**config.mk**
```make
export PLATFORM = sky130hd
export DESIGN_NAME = vtyp_gain
export DESIGN_NICKNAME = d
export VERILOG_FILES = /design/src/design/vtyp_pkg.sv /design/src/design/vtyp_gain.sv
export SDC_FILE = /design/constraint.sdc
export NUM_CORES = 1
export LEC_CHECK = 0
export BUFFER_PORTS_ARGS = -buffer_cell sky130_fd_sc_hd__buf_2
export CAP_MARGIN = 20
export CORE_ASPECT_RATIO = 0.6
export CORE_MARGIN = 5
export CORE_UTILIZATION = 60
export DETAILED_ROUTE_END_ITERATION = 6
export PLACE_DENSITY = 0.91
export SYNTH_ARGS = -nofsm -noshare
export SYNTH_HDL_FRONTEND = slang
export SYNTH_SLANG_ARGS = --single-unit
```
**constraint.sdc**
```tcl
create_clock -name clock -period 8.5 [get_ports clock]
set_input_delay 1.7 -clock clock [delete_from_list [all_inputs] [get_ports clock]]
set_output_delay 1.7 -clock clock [all_outputs]
set_load 0.01 [all_outputs]
```
**src/design/vtyp_pkg.sv**
```systemverilog
`default_nettype none

package vtyp_pkg;

   localparam int CORDIC_STAGES = 16;
   localparam int COORD_WIDTH   = 24;
   localparam int GUARD_BITS    = 8;
   localparam int MAG_W         = COORD_WIDTH + GUARD_BITS;
   localparam int CW            = MAG_W + 3;
   localparam int AW            = 25;
   localparam int YAW_W         = 17;
   localparam int PITCH_W       = 16;
   localparam int GAIN_W        = 20;
   localparam int GAIN_FRAC     = 20;
   localparam int OUT_SHIFT     = 8;

   localparam logic [GAIN_W-1:0]    INV_GAIN   = GAIN_W'(636751);
   localparam logic signed [AW-1:0] ANG_90     = AW'(90 * 65536);
   localparam logic [AW-1:0]        ANG_180    = AW'(180 * 65536);
   localparam logic [AW-1:0]        ANG_360    = AW'(360 * 65536);
   localparam logic [YAW_W:0]       FULL_TURN  = (YAW_W + 1)'(92160);
   localparam logic signed [PITCH_W-1:0] PITCH_LIMIT = PITCH_W'(23040);

   localparam int ATAN_TABLE [32] = '{
      2949120, 1740967, 919879, 466945, 234379, 117304, 58666, 29335,
      14668, 7334, 3667, 1833, 917, 458, 229, 115,
      57, 29, 14, 7, 4, 2, 1, 0,
      0, 0, 0, 0, 0, 0, 0, 0
   };

   typedef struct packed {
      logic [MAG_W-1:0] mz;
      logic             z_neg;
      logic             mz_zero;
      logic             ms_zero;
      logic             fwd_neg;
      logic             side_neg;
      logic             r_zero;
      logic [YAW_W-1:0] yaw;
   } side_type;

endpackage

`default_nettype wire

```
**src/design/vtyp_gain.sv**
```systemverilog
`default_nettype none

module vtyp_gain (
   input  logic                             clock,
   input  logic                             reset,
   input  logic                             in_valid,
   output logic                             in_ready,
   input  logic signed [vtyp_pkg::CW-1:0]   in_x,
   input  logic signed [vtyp_pkg::AW-1:0]   in_ang,
   input  vtyp_pkg::side_type               in_side,
   output logic                             out_valid,
   input  logic                             out_ready,
   output logic signed [vtyp_pkg::CW-1:0]   out_r,
   output vtyp_pkg::side_type               out_side
);
   import vtyp_pkg::*;

   localparam int PW = CW - 1 + GAIN_W;
   localparam logic [PW:0] HALF = (PW + 1)'(1) << (GAIN_FRAC - 1);

   logic                   valid_a_ff;
   logic                   valid_b_ff;
   logic                   ready_a;
   logic                   ready_b;
   logic [PW-1:0]          prod_ff;
   logic [PW-1:0]          prod_in;
   side_type               side_a_ff;
   side_type               side_a_in;
   side_type               side_b_ff;
   side_type               side_b_in;
   logic signed [CW-1:0]   r_ff;
   logic signed [CW-1:0]   r_in;
   logic signed [AW-1:0]   ang_clamp;
   logic [AW-1:0]          quad_ang;
   logic [AW:0]            yaw_sum;
   logic [YAW_W:0]         yaw_rnd;
   logic [YAW_W:0]         yaw_wrap;
   logic [PW:0]            r_sum;
   logic [PW-GAIN_FRAC:0]  r_full;

   assign ready_b  = !valid_b_ff || out_ready;
   assign ready_a  = !valid_a_ff || ready_b;
   assign in_ready = ready_a;

   // The yaw angle is finished while the gain product is formed.
   always_comb begin
      prod_in = in_x[CW-2:0] * INV_GAIN;

      if (in_ang[AW-1] || in_side.ms_zero) begin
         ang_clamp = '0;
      end else if (in_ang > ANG_90) begin
         ang_clamp = ANG_90;
      end else begin
         ang_clamp = in_ang;
      end

      case ({in_side.fwd_neg, in_side.side_neg})
         2'b00:   quad_ang = ang_clamp;
         2'b10:   quad_ang = ANG_180 - ang_clamp;
         2'b11:   quad_ang = ANG_180 + ang_clamp;
         default: quad_ang = ANG_360 - ang_clamp;
      endcase

      yaw_sum = {1'b0, quad_ang} + (AW + 1)'(1 << (OUT_SHIFT - 1));
      yaw_rnd = yaw_sum[AW:OUT_SHIFT];
      if (yaw_rnd >= FULL_TURN) begin
         yaw_wrap = yaw_rnd - FULL_TURN;
      end else begin
         yaw_wrap = yaw_rnd;
      end

      side_a_in     = in_side;
      side_a_in.yaw = yaw_wrap[YAW_W-1:0];
   end

   always_comb begin
      r_sum            = {1'b0, prod_ff} + HALF;
      r_full           = r_sum[PW:GAIN_FRAC];
      r_in             = {1'b0, r_full[CW-2:0]};
      side_b_in        = side_a_ff;
      side_b_in.r_zero = (r_full == '0);
   end

   always_ff @(posedge clock) begin
      if (reset) begin
         valid_a_ff <= 1'b0;
         valid_b_ff <= 1'b0;
      end else begin
         if (ready_a) begin
            valid_a_ff <= in_valid;
         end
         if (ready_b) begin
            valid_b_ff <= valid_a_ff;
         end
      end
   end

   always_ff @(posedge clock) begin
      if (ready_a && in_valid) begin
         prod_ff   <= prod_in;
         side_a_ff <= side_a_in;
      end
      if (ready_b && valid_a_ff) begin
         r_ff      <= r_in;
         side_b_ff <= side_b_in;
      end
   end

   assign out_valid = valid_b_ff;
   assign out_r     = r_ff;
   assign out_side  = side_b_ff;

endmodule

`default_nettype wire
```
==> reports/qor.yml, run 1 <==
die:
  std_cell_rows: 52
  die_x_um: 249
  die_h_um: 154
  initial_utilization: 0.610
  coreArea_sq_mm: 0.0338
  io_pins: 211
  dieArea_sq_mm: 0.0383
worst_setup_path:
  cpMostUsedCell: "fa_1"
  cp-end-kind: "flip-flop"
  crit_path_top_delay_cell: "fa_1"
  start_kind: "input port"
  worst_path_largest_cell_delay_ns: 0.56
  path_buf_inv: 6
  crit_family: "adder cells"
  critPathMaxFanout: 5
  critPathKind: "in2reg"
  required_ns: 8.68
  cp.arrival_ns: 8.30
timing:
  min_period_over_period: 0.955
  rsz0062_at_grt: "no"
  fin_skew_ns: 0.0104
  setup_viol: 0
  hold_viol_final: 0
  report.final.slew_viol_count: 0
  worst_pin_slew_ns: 0.754
  relSlewSlack: 0.493
  worst_slack_ns: 0.381
  min_period_ns: 8.12
  max_freq_mhz: 123
grt:
  use_met3: 0.0891
  use_met1: 0.364
  grt_pass1_vias: 15400
  grt_max_degree: 90
  grt_overflow: 0
  antenna_found_initial: 1
  grtUsageMet2: 0.435
  grt_usage: 0.268
  grt_pass1_wl_mm: 81.1
  busiest_layer: "met2"
route:
  vias: 14300
  drt-initial-drc-count: 1149
  drc: 0
  via_per_inst: 5.65
  drt-total-wl_mm: 50.6
  detail-route-antenna-nets: 0
  wire_per_inst_um: 20.1
  dr.pass1.iters: 6
final_layout:
  syn2layout_area_growth_pct: 11.9
  drive_above_1_share: 0.150
  nFillCells: 2336
  finalNetCount: 2754
  final_core_util: 0.682
  final_area_sq_mm: 0.0231
place:
  dp_hpwl_mm: 43.6
  io_buffers: 190
  pre_cts_ws_ns: -0.0134
  placedInstanceArea_sq_mm: 0.0225
  place_congestion: 1.07
cts:
  postCtsHoldBufs: 0
  cts_resized: 0
  postCtsSetupRepairBufs: 0
  numClockSinks: 180
  root_buffer: "clkbuf_16"
  cts.path.max_buffers: 2
  clock_latency_ns: 0.42
  cts_tree: "done"
  htreeDepth: 4
  numCtsBuffers: 17
  cts.clk_slew.worst_paths_ns: 0.07
logic_synthesis:
  postSynthAreaPerCell_sq_um: 11.5
  synth_top_area_frac: 0.327
  syn-num-nets: 2501
  synthTopCellsByArea: "fa_1 33%, edfxtp_1 26%, ha_1 15%"
  synth_largest_area_cell: "fa_1"
  synth_async_sr_flop_share: 0
  ys_seq_area_frac: 0.261
  synth_most_common_cell: "inv_1"
  yosys-top-cells-count: "485 x inv_1, 337 x fa_1, 246 x ha_1"
  synthFlopType: "edfxtp_1"
  synth_edf_count: 178
  synth_area_sq_mm: 0.0206
  yosys_warnings: 0
  ys_seq_elements: 180
  postSynthCellCount: 1799
  ys_types: 86
min_path:
  hold_path.class: "reg2reg"
outcome:
  status: "finished clean"
flow_run:
  maxCapViolCount: 0
[worst register-to-register path, delay by kind of cell, from the launching register on]
family                   cells  cell delay, ns
AND/OR/NAND/NOR              8            2.08
XOR/XNOR                     1            0.17
adder cells (fa/ha/maj)      1            0.23
flip-flops                   1            0.39
[per-layer routing]
metal | wire (um) | share of wire
met2 | 23200 | 0.46
met4 | 1120 | 0.022
met5 | 0 | 0
met3 | 6150 | 0.12
met1 | 20200 | 0.40
[kinds of logic after synthesis]
group                    count (synthesis)  synth area share
AO/OA/AOI/OAI                          193            0.0647
flip-flops                             180             0.261
AND/OR/NAND/NOR                        250            0.0639
other                                    2          0.000364
XOR/XNOR                                86            0.0369
buffers and inverters                  500            0.0944
multiplexers                             5           0.00243
adder cells (fa/ha/maj)                583             0.476
[registers in the layout, indices dropped and copies added (netlist names)]
name and flops:
out_r 34, out_side 55, out_valid 1, prod_ff 35, side_a_ff 54, valid_a_ff 1
[cell type report]
class / count / area (sq um) / share of cell area
Antenna cell: 1 / 2.50 / 0.000108
Clock buffer: 18 / 429 / 0.0186
Clock inverter: 14 / 165 / 0.00716
Inverter: 487 / 1830 / 0.0792
Multi-Input combinational cell: 1119 / 13300 / 0.576
Sequential cell: 180 / 5390 / 0.233
Tap cell: 459 / 574 / 0.0249
Timing Repair Buffer: 247 / 1390 / 0.0603
[through the flow]
| step | hold WS [ns] | std cells | TNS [ns] |
|---|---|---|---|
| 5_1_grt | 0.429 | 2524 | 0 |
| 3_3_place_gp | 0.400 | 2491 | 0 |
| 4_1_cts | 0.415 | 2523 | 0 |
| 6_report | 0.414 | 2525 | 0 |
| 2_1_floorplan | 0.400 | 1799 | 0 |
| 3_5_place_dp | 0.405 | 2491 | -0.0211 |
[cells in the final DEF (no fill, tap or decap), drive strengths merged, types with 9 or more instances in the layout]
cell type | Yosys | routed
nor2 | 53 | 53
nand4 | 18 | 18
xor2 | 37 | 37
nand3 | 26 | 26
ha | 246 | 246
o21ai | 34 | 34
edfxtp | 178 | 178
inv | 486 | 492
a21oi | 48 | 48
clkbuf | 8 | 18
buf | 4 | 247
and2 | 9 | 9
a21o | 30 | 30
xnor2 | 49 | 49
nand2 | 51 | 51
nor4 | 15 | 15
a211oi | 11 | 11
nor3 | 18 | 18
nor2b | 12 | 12
and3 | 12 | 12
fa | 337 | 337
[worst paths after layout]
path	startpoint	depth (start not counted)	end	slack, ns
max reg2reg	prod_ff[20]	10	out_side[17]	5.51
min	side_a_ff[43]	0	out_side[43]	0.41
min reg2reg	side_a_ff[43]	0	out_side[43]	0.41
max	in_x[11]	25	prod_ff[51]	0.38
Power of run 1 is left out: the tool's default activity adds up to more than one toggle a clock period on the data nets, which glitch-free logic cannot reach.
==> inputs of run 2 (changes only) <==
--- a/config.mk
+++ b/config.mk
@@ -10,8 +10,9 @@
 export CORE_ASPECT_RATIO = 0.6
 export CORE_MARGIN = 5
 export CORE_UTILIZATION = 60
+export CTS_BUF_LIST = sky130_fd_sc_hd__clkbuf_16
 export DETAILED_ROUTE_END_ITERATION = 6
-export PLACE_DENSITY = 0.91
+export PLACE_DENSITY_LB_ADDON = 0.08
 export SYNTH_ARGS = -nofsm -noshare
 export SYNTH_HDL_FRONTEND = slang
 export SYNTH_SLANG_ARGS = --single-unit
==> reports/qor.yml, run 2 (synthesized netlist as in run 1, its figures left out) <==
route:
  vias: 13500  # was 14300
  drc: 0  # unchanged
  via_per_inst: 5.37  # was 5.65
  detail-route-antenna-nets: 0  # unchanged
  drt-initial-drc-count: 927  # was 1149
  dr.pass1.iters: 7  # was 6
  wire_per_inst_um: 19.6  # was 20.1 um
  drt-total-wl_mm: 49.4  # was 50.6 mm
timing:
  fin_skew_ns: 0.0109  # was 0.0104 ns
  rsz0062_at_grt: "no"  # unchanged
  worst_slack_ns: 0.431  # was 0.381 ns
  relSlewSlack: 0.339  # was 0.493
  holdWs_ns: 0.420  # was 0.414 ns
  hold_viol_final: 0  # unchanged
  worst_pin_slew_ns: 0.989  # was 0.754 ns
  report.final.slew_viol_count: 0  # unchanged
  setup_viol: 0  # unchanged
  min_period_over_period: 0.949  # was 0.955
  min_period_ns: 8.07  # was 8.12 ns
  max_freq_mhz: 124  # was 123 MHz
final_layout:
  final_core_util: 0.682  # about the same
  drive_above_1_share: 0.150  # about the same
  antenna_cells: 0  # was 1
  final_common_cell: "inv_1"  # unchanged
  finalNetCount: 2754  # unchanged
  largest_reg_flops: 55  # unchanged
  syn2layout_area_growth_pct: 11.9  # about the same
  final_cell_mix: "485 x inv_1, 337 x fa_1, 246 x ha_1, 190 x buf_2, 178 x edfxtp_1"  # unchanged
  final_area_sq_mm: 0.0231  # about the same
outcome:
  status: "finished clean"  # unchanged
place:
  place_congestion: 1.00  # was 1.07
  io_buffers: 190  # unchanged
  dp_hpwl_mm: 43.5  # was 43.6 mm
  placedInstanceArea_sq_mm: 0.0225  # unchanged
  pre_cts_ws_ns: -0.0257  # was -0.0134 ns
worst_setup_path:
  critPathKind: "in2reg"  # unchanged
  critPathMaxFanout: 5  # unchanged
  start_kind: "input port"  # unchanged
  worst_path_largest_cell_delay_ns: 0.57  # was 0.56 ns
  r2r_slack_ns: 5.55  # was 5.51 ns
  crit_family: "adder cells"  # unchanged
  cp_cell_sequence: "buf_2 > inv_1 > fa_1 > fa_1 > fa_1 > fa_1 > inv_1 > fa_1 > fa_1 > fa_1 > ha_1 > a21oi_1 > o21ai_0 > a21o_1 > a221oi_1 > buf_4 > o21bai_1 > a21oi_1 > o31ai_1 > buf_4 > a221o_1 > a31o_2 > nor2_1 > xnor2_1"
  required_ns: 8.66  # was 8.68 ns
  cpMostUsedCell: "fa_1"  # unchanged
  crit_path_top_delay_cell: "fa_1"  # unchanged
  cp-end-kind: "flip-flop"  # unchanged
  cp.arrival_ns: 8.23  # was 8.30 ns
  path_buf_inv: 5  # was 6
die:
  die_h_um: 154  # unchanged
  std_cell_rows: 52  # unchanged
  dieArea_sq_mm: 0.0383  # unchanged
  die_x_um: 249  # unchanged
  coreArea_sq_mm: 0.0338  # unchanged
  initial_utilization: 0.610  # unchanged
  io_pins: 211  # unchanged
grt:
  grt_max_degree: 90  # unchanged
  antenna_found_initial: 0  # was 1
  grt_usage: 0.266  # was 0.268
  grt_overflow: 0  # unchanged
  grt_pass1_vias: 14100  # was 15400
  grt_pass1_wl_mm: 79.4  # was 81.1 mm
cts:
  cts.clk_slew.worst_paths_ns: 0.07  # about the same
  htreeDepth: 4  # unchanged
  postCtsSetupRepairBufs: 0  # unchanged
  cts.path.max_buffers: 2  # unchanged
  numCtsBuffers: 17  # unchanged
  root_buffer: "clkbuf_16"  # unchanged
  numClockSinks: 180  # unchanged
  cts_tree: "done"  # unchanged
  cts_resized: 0  # unchanged
  postCtsHoldBufs: 0  # unchanged
  clock_latency_ns: 0.42  # about the same
min_path:
  hold_path.class: "reg2reg"  # unchanged
flow_run:
  maxCapViolCount: 0  # unchanged
[run 2: changes by cell type in the layout (fill, tap and decap cells not counted), sizes merged]
cell | previous run | this run
diode | 1 | 0
clkinv | 7 | 6
bufinv | 1 | 0
clkbuf | 18 | 17
inv | 492 | 495
[run 2: worst paths after layout]
check                 end     startpoint  cells past startpoint
max reg2reg  out_side[17]    prod_ff[25]                     11
min          out_side[33]  side_a_ff[33]                      0
min reg2reg  out_side[33]  side_a_ff[33]                      0
max           prod_ff[53]        in_x[7]                     24
[run 2: area by class of cell]
cell class                      instances  area [sq um]
Fill cell                            2628         10800
Clock inverter                         15           161
Clock buffer                           17           425
Tap cell                              459           574
Timing Repair Buffer                  247          1400
Multi-Input combinational cell       1119         13300
Sequential cell                       180          5390
Inverter                              487          1830
[run 2: worst register-to-register path, cell delays in order (launching register included)]
cell and delay, ns:
edfxtp_1 0.39, nand2_1 0.12, or3_1 0.46, or3_1 0.37
inv_1 0.09, nand2_1 0.10, nor2_1 0.27, nand2_1 0.18
nor3_1 0.23, xor2_1 0.24, nor4_1 0.08, and3b_1 0.19
[run 2: through the flow]
stage,setup TNS [ns],cells
5_1_grt,0,2524
6_report,0,2524
3_5_place_dp,-0.0274,2491
2_1_floorplan,0,1799
4_1_cts,0,2523
3_3_place_gp,0,2491
[run 2: routing by layer]
metal  vias up  routed length [um]  track usage
li1       6329                   -            -
met1      6637               24100        0.424
met2       554               18400        0.340
met3        23                6620        0.124
met4         0                 277       0.0285
met5         -                   0            0
Power of run 2 is left out for the same reason.
==> inputs of run 3 (changes only) <==
--- a/config.mk
+++ b/config.mk
@@ -12,7 +12,7 @@
 export CORE_UTILIZATION = 60
 export CTS_BUF_LIST = sky130_fd_sc_hd__clkbuf_16
 export DETAILED_ROUTE_END_ITERATION = 6
-export PLACE_DENSITY_LB_ADDON = 0.08
+export PLACE_DENSITY = 0.93
 export SYNTH_ARGS = -nofsm -noshare
 export SYNTH_HDL_FRONTEND = slang
 export SYNTH_SLANG_ARGS = --single-unit
==> reports/qor.yml, run 3 (synthesized netlist as in run 1, its figures left out) <==
outcome:
  status: "finished clean"  # unchanged
grt:
  grt_usage: 0.274  # was 0.266
  grt_pass1_wl_mm: 83.1  # was 79.4 mm
  antenna_found_initial: 0  # unchanged
  grt_max_degree: 90  # unchanged
  grt_overflow: 0  # unchanged
  grt_pass1_vias: 15600  # was 14100
timing:
  report.final.slew_viol_count: 0  # unchanged
  max_freq_mhz: 121  # was 124 MHz
  min_period_over_period: 0.970  # was 0.949
  rsz0062_at_grt: "no"  # unchanged
  hold_viol_final: 0  # unchanged
  min_period_ns: 8.25  # was 8.07 ns
  holdWs_ns: 0.420  # about the same
  fin_skew_ns: 0.0101  # was 0.0109 ns
  worst_pin_slew_ns: 1.06  # was 0.989 ns
  relSlewSlack: 0.290  # was 0.339
  setup_viol: 0  # unchanged
final_layout:
  finalNetCount: 2754  # unchanged
  final_common_cell: "inv_1"  # unchanged
  largest_reg_flops: 55  # unchanged
  syn2layout_area_growth_pct: 11.8  # was 11.9%
  drive_above_1_share: 0.150  # unchanged
  final_cell_mix: "485 x inv_1, 337 x fa_1, 246 x ha_1, 190 x buf_2, 178 x edfxtp_1"  # unchanged
  final_area_sq_mm: 0.0231  # about the same
  fin_cells: 2525  # was 2524
worst_setup_path:
  required_ns: 8.68  # was 8.66 ns
  critPathKind: "in2reg"  # unchanged
  cp-end-kind: "flip-flop"  # unchanged
  start_kind: "input port"  # unchanged
  critPathMaxFanout: 5  # unchanged
  cp.arrival_ns: 8.43  # was 8.23 ns
place:
  place_congestion: 1.02  # was 1.00
  io_buffers: 190  # unchanged
  placedInstanceArea_sq_mm: 0.0225  # unchanged
  dp_hpwl_mm: 43.9  # was 43.5 mm
  placed_cells: 2491  # unchanged
cts:
  cts.clk_slew.worst_paths_ns: 0.07  # about the same
  cts_resized: 0  # unchanged
  cts_tree: "done"  # unchanged
  postCtsSetupRepairBufs: 0  # unchanged
  numClockSinks: 180  # unchanged
  clock_latency_ns: 0.43  # was 0.42 ns
  htreeDepth: 4  # unchanged
  postCtsHoldBufs: 0  # unchanged
  root_buffer: "clkbuf_16"  # unchanged
  cts.path.max_buffers: 2  # unchanged
  numCtsBuffers: 17  # unchanged
die:
  coreArea_sq_mm: 0.0338  # unchanged
  std_cell_rows: 52  # unchanged
  initial_utilization: 0.610  # unchanged
  dieArea_sq_mm: 0.0383  # unchanged
  io_pins: 211  # unchanged
  die_x_um: 249  # unchanged
  die_h_um: 154  # unchanged
route:
  drc: 0  # unchanged
  detail-route-antenna-nets: 0  # unchanged
  wire_per_inst_um: 20.4  # was 19.6 um
  vias: 14200  # was 13500
  drt-initial-drc-count: 1377  # was 927
  drt-total-wl_mm: 51.4  # was 49.4 mm
  via_per_inst: 5.64  # was 5.37
  dr.pass1.iters: 5  # was 7
min_path:
  hold_path.class: "reg2reg"  # unchanged
flow_run:
  maxCapViolCount: 0  # unchanged
[run 3: cell count changes in the layout (fill, tap and decap cells not counted)]
cell	delta
clkinv_4	+3
inv_8	-2
clkinv_2	+1
diode_2	+1
inv_12	-1
inv_6	-1
[run 3: metrics by stage]
stage	setup TNS, ns	worst slack [ns]	utilization
after floorplan	0	0.529	-
after global placement	0	0.0859	0.664
after detailed placement	-0.285	-0.138	0.664
after CTS	0	0.324	0.681
after global routing	0	0.0372	0.682
final	0	0.254	0.682
[run 3: worst paths after layout]
path	start	to	slack [ns]	cells past startpoint
worst max-delay path	in_x[8]	prod_ff[51]	0.25	24
worst min-delay path	side_a_ff[13]	out_side[13]	0.42	0
worst max register to register	prod_ff[21]	out_side[17]	5.28	11
worst min register to register	side_a_ff[13]	out_side[13]	0.42	0
[run 3: layout make-up]
type / count / area (sq um)
inverters: 487 / 1830
clock buffers: 17 / 425
well taps: 459 / 574
multi-input cells: 1119 / 13300
repair buffers: 247 / 1400
fillers: 2300 / 10800
clock inverters: 15 / 145
diodes: 1 / 2.50
flip-flops and latches: 180 / 5390
[run 3: routing by layer]
| metal | wire length (um) | track usage | part of all wire |
|---|---|---|---|
| met1 | 21000 | 0.376 | 0.41 |
| met2 | 23600 | 0.437 | 0.46 |
| met3 | 6290 | 0.100 | 0.12 |
| met4 | 558 | 0.0402 | 0.011 |
| met5 | 0 | 0 | 0 |
[run 3: worst max-delay path: stages]
cell,delay [ns]
buf_2,0.10
inv_1,0.19
fa_1,0.48
fa_1,0.55
fa_1,0.44
fa_1,0.49
inv_1,0.05
fa_1,0.50
fa_1,0.59
fa_1,0.45
ha_1,0.37
a21oi_1,0.15
o21ai_0,0.10
a21o_1,0.20
a221oi_1,0.27
buf_4,0.17
o21bai_1,0.12
a21oi_1,0.35
o31ai_1,0.15
buf_4,0.17
a221o_1,0.34
a21o_1,0.22
a21oi_1,0.18
xnor2_1,0.09
Power of run 3 is left out for the same reason.
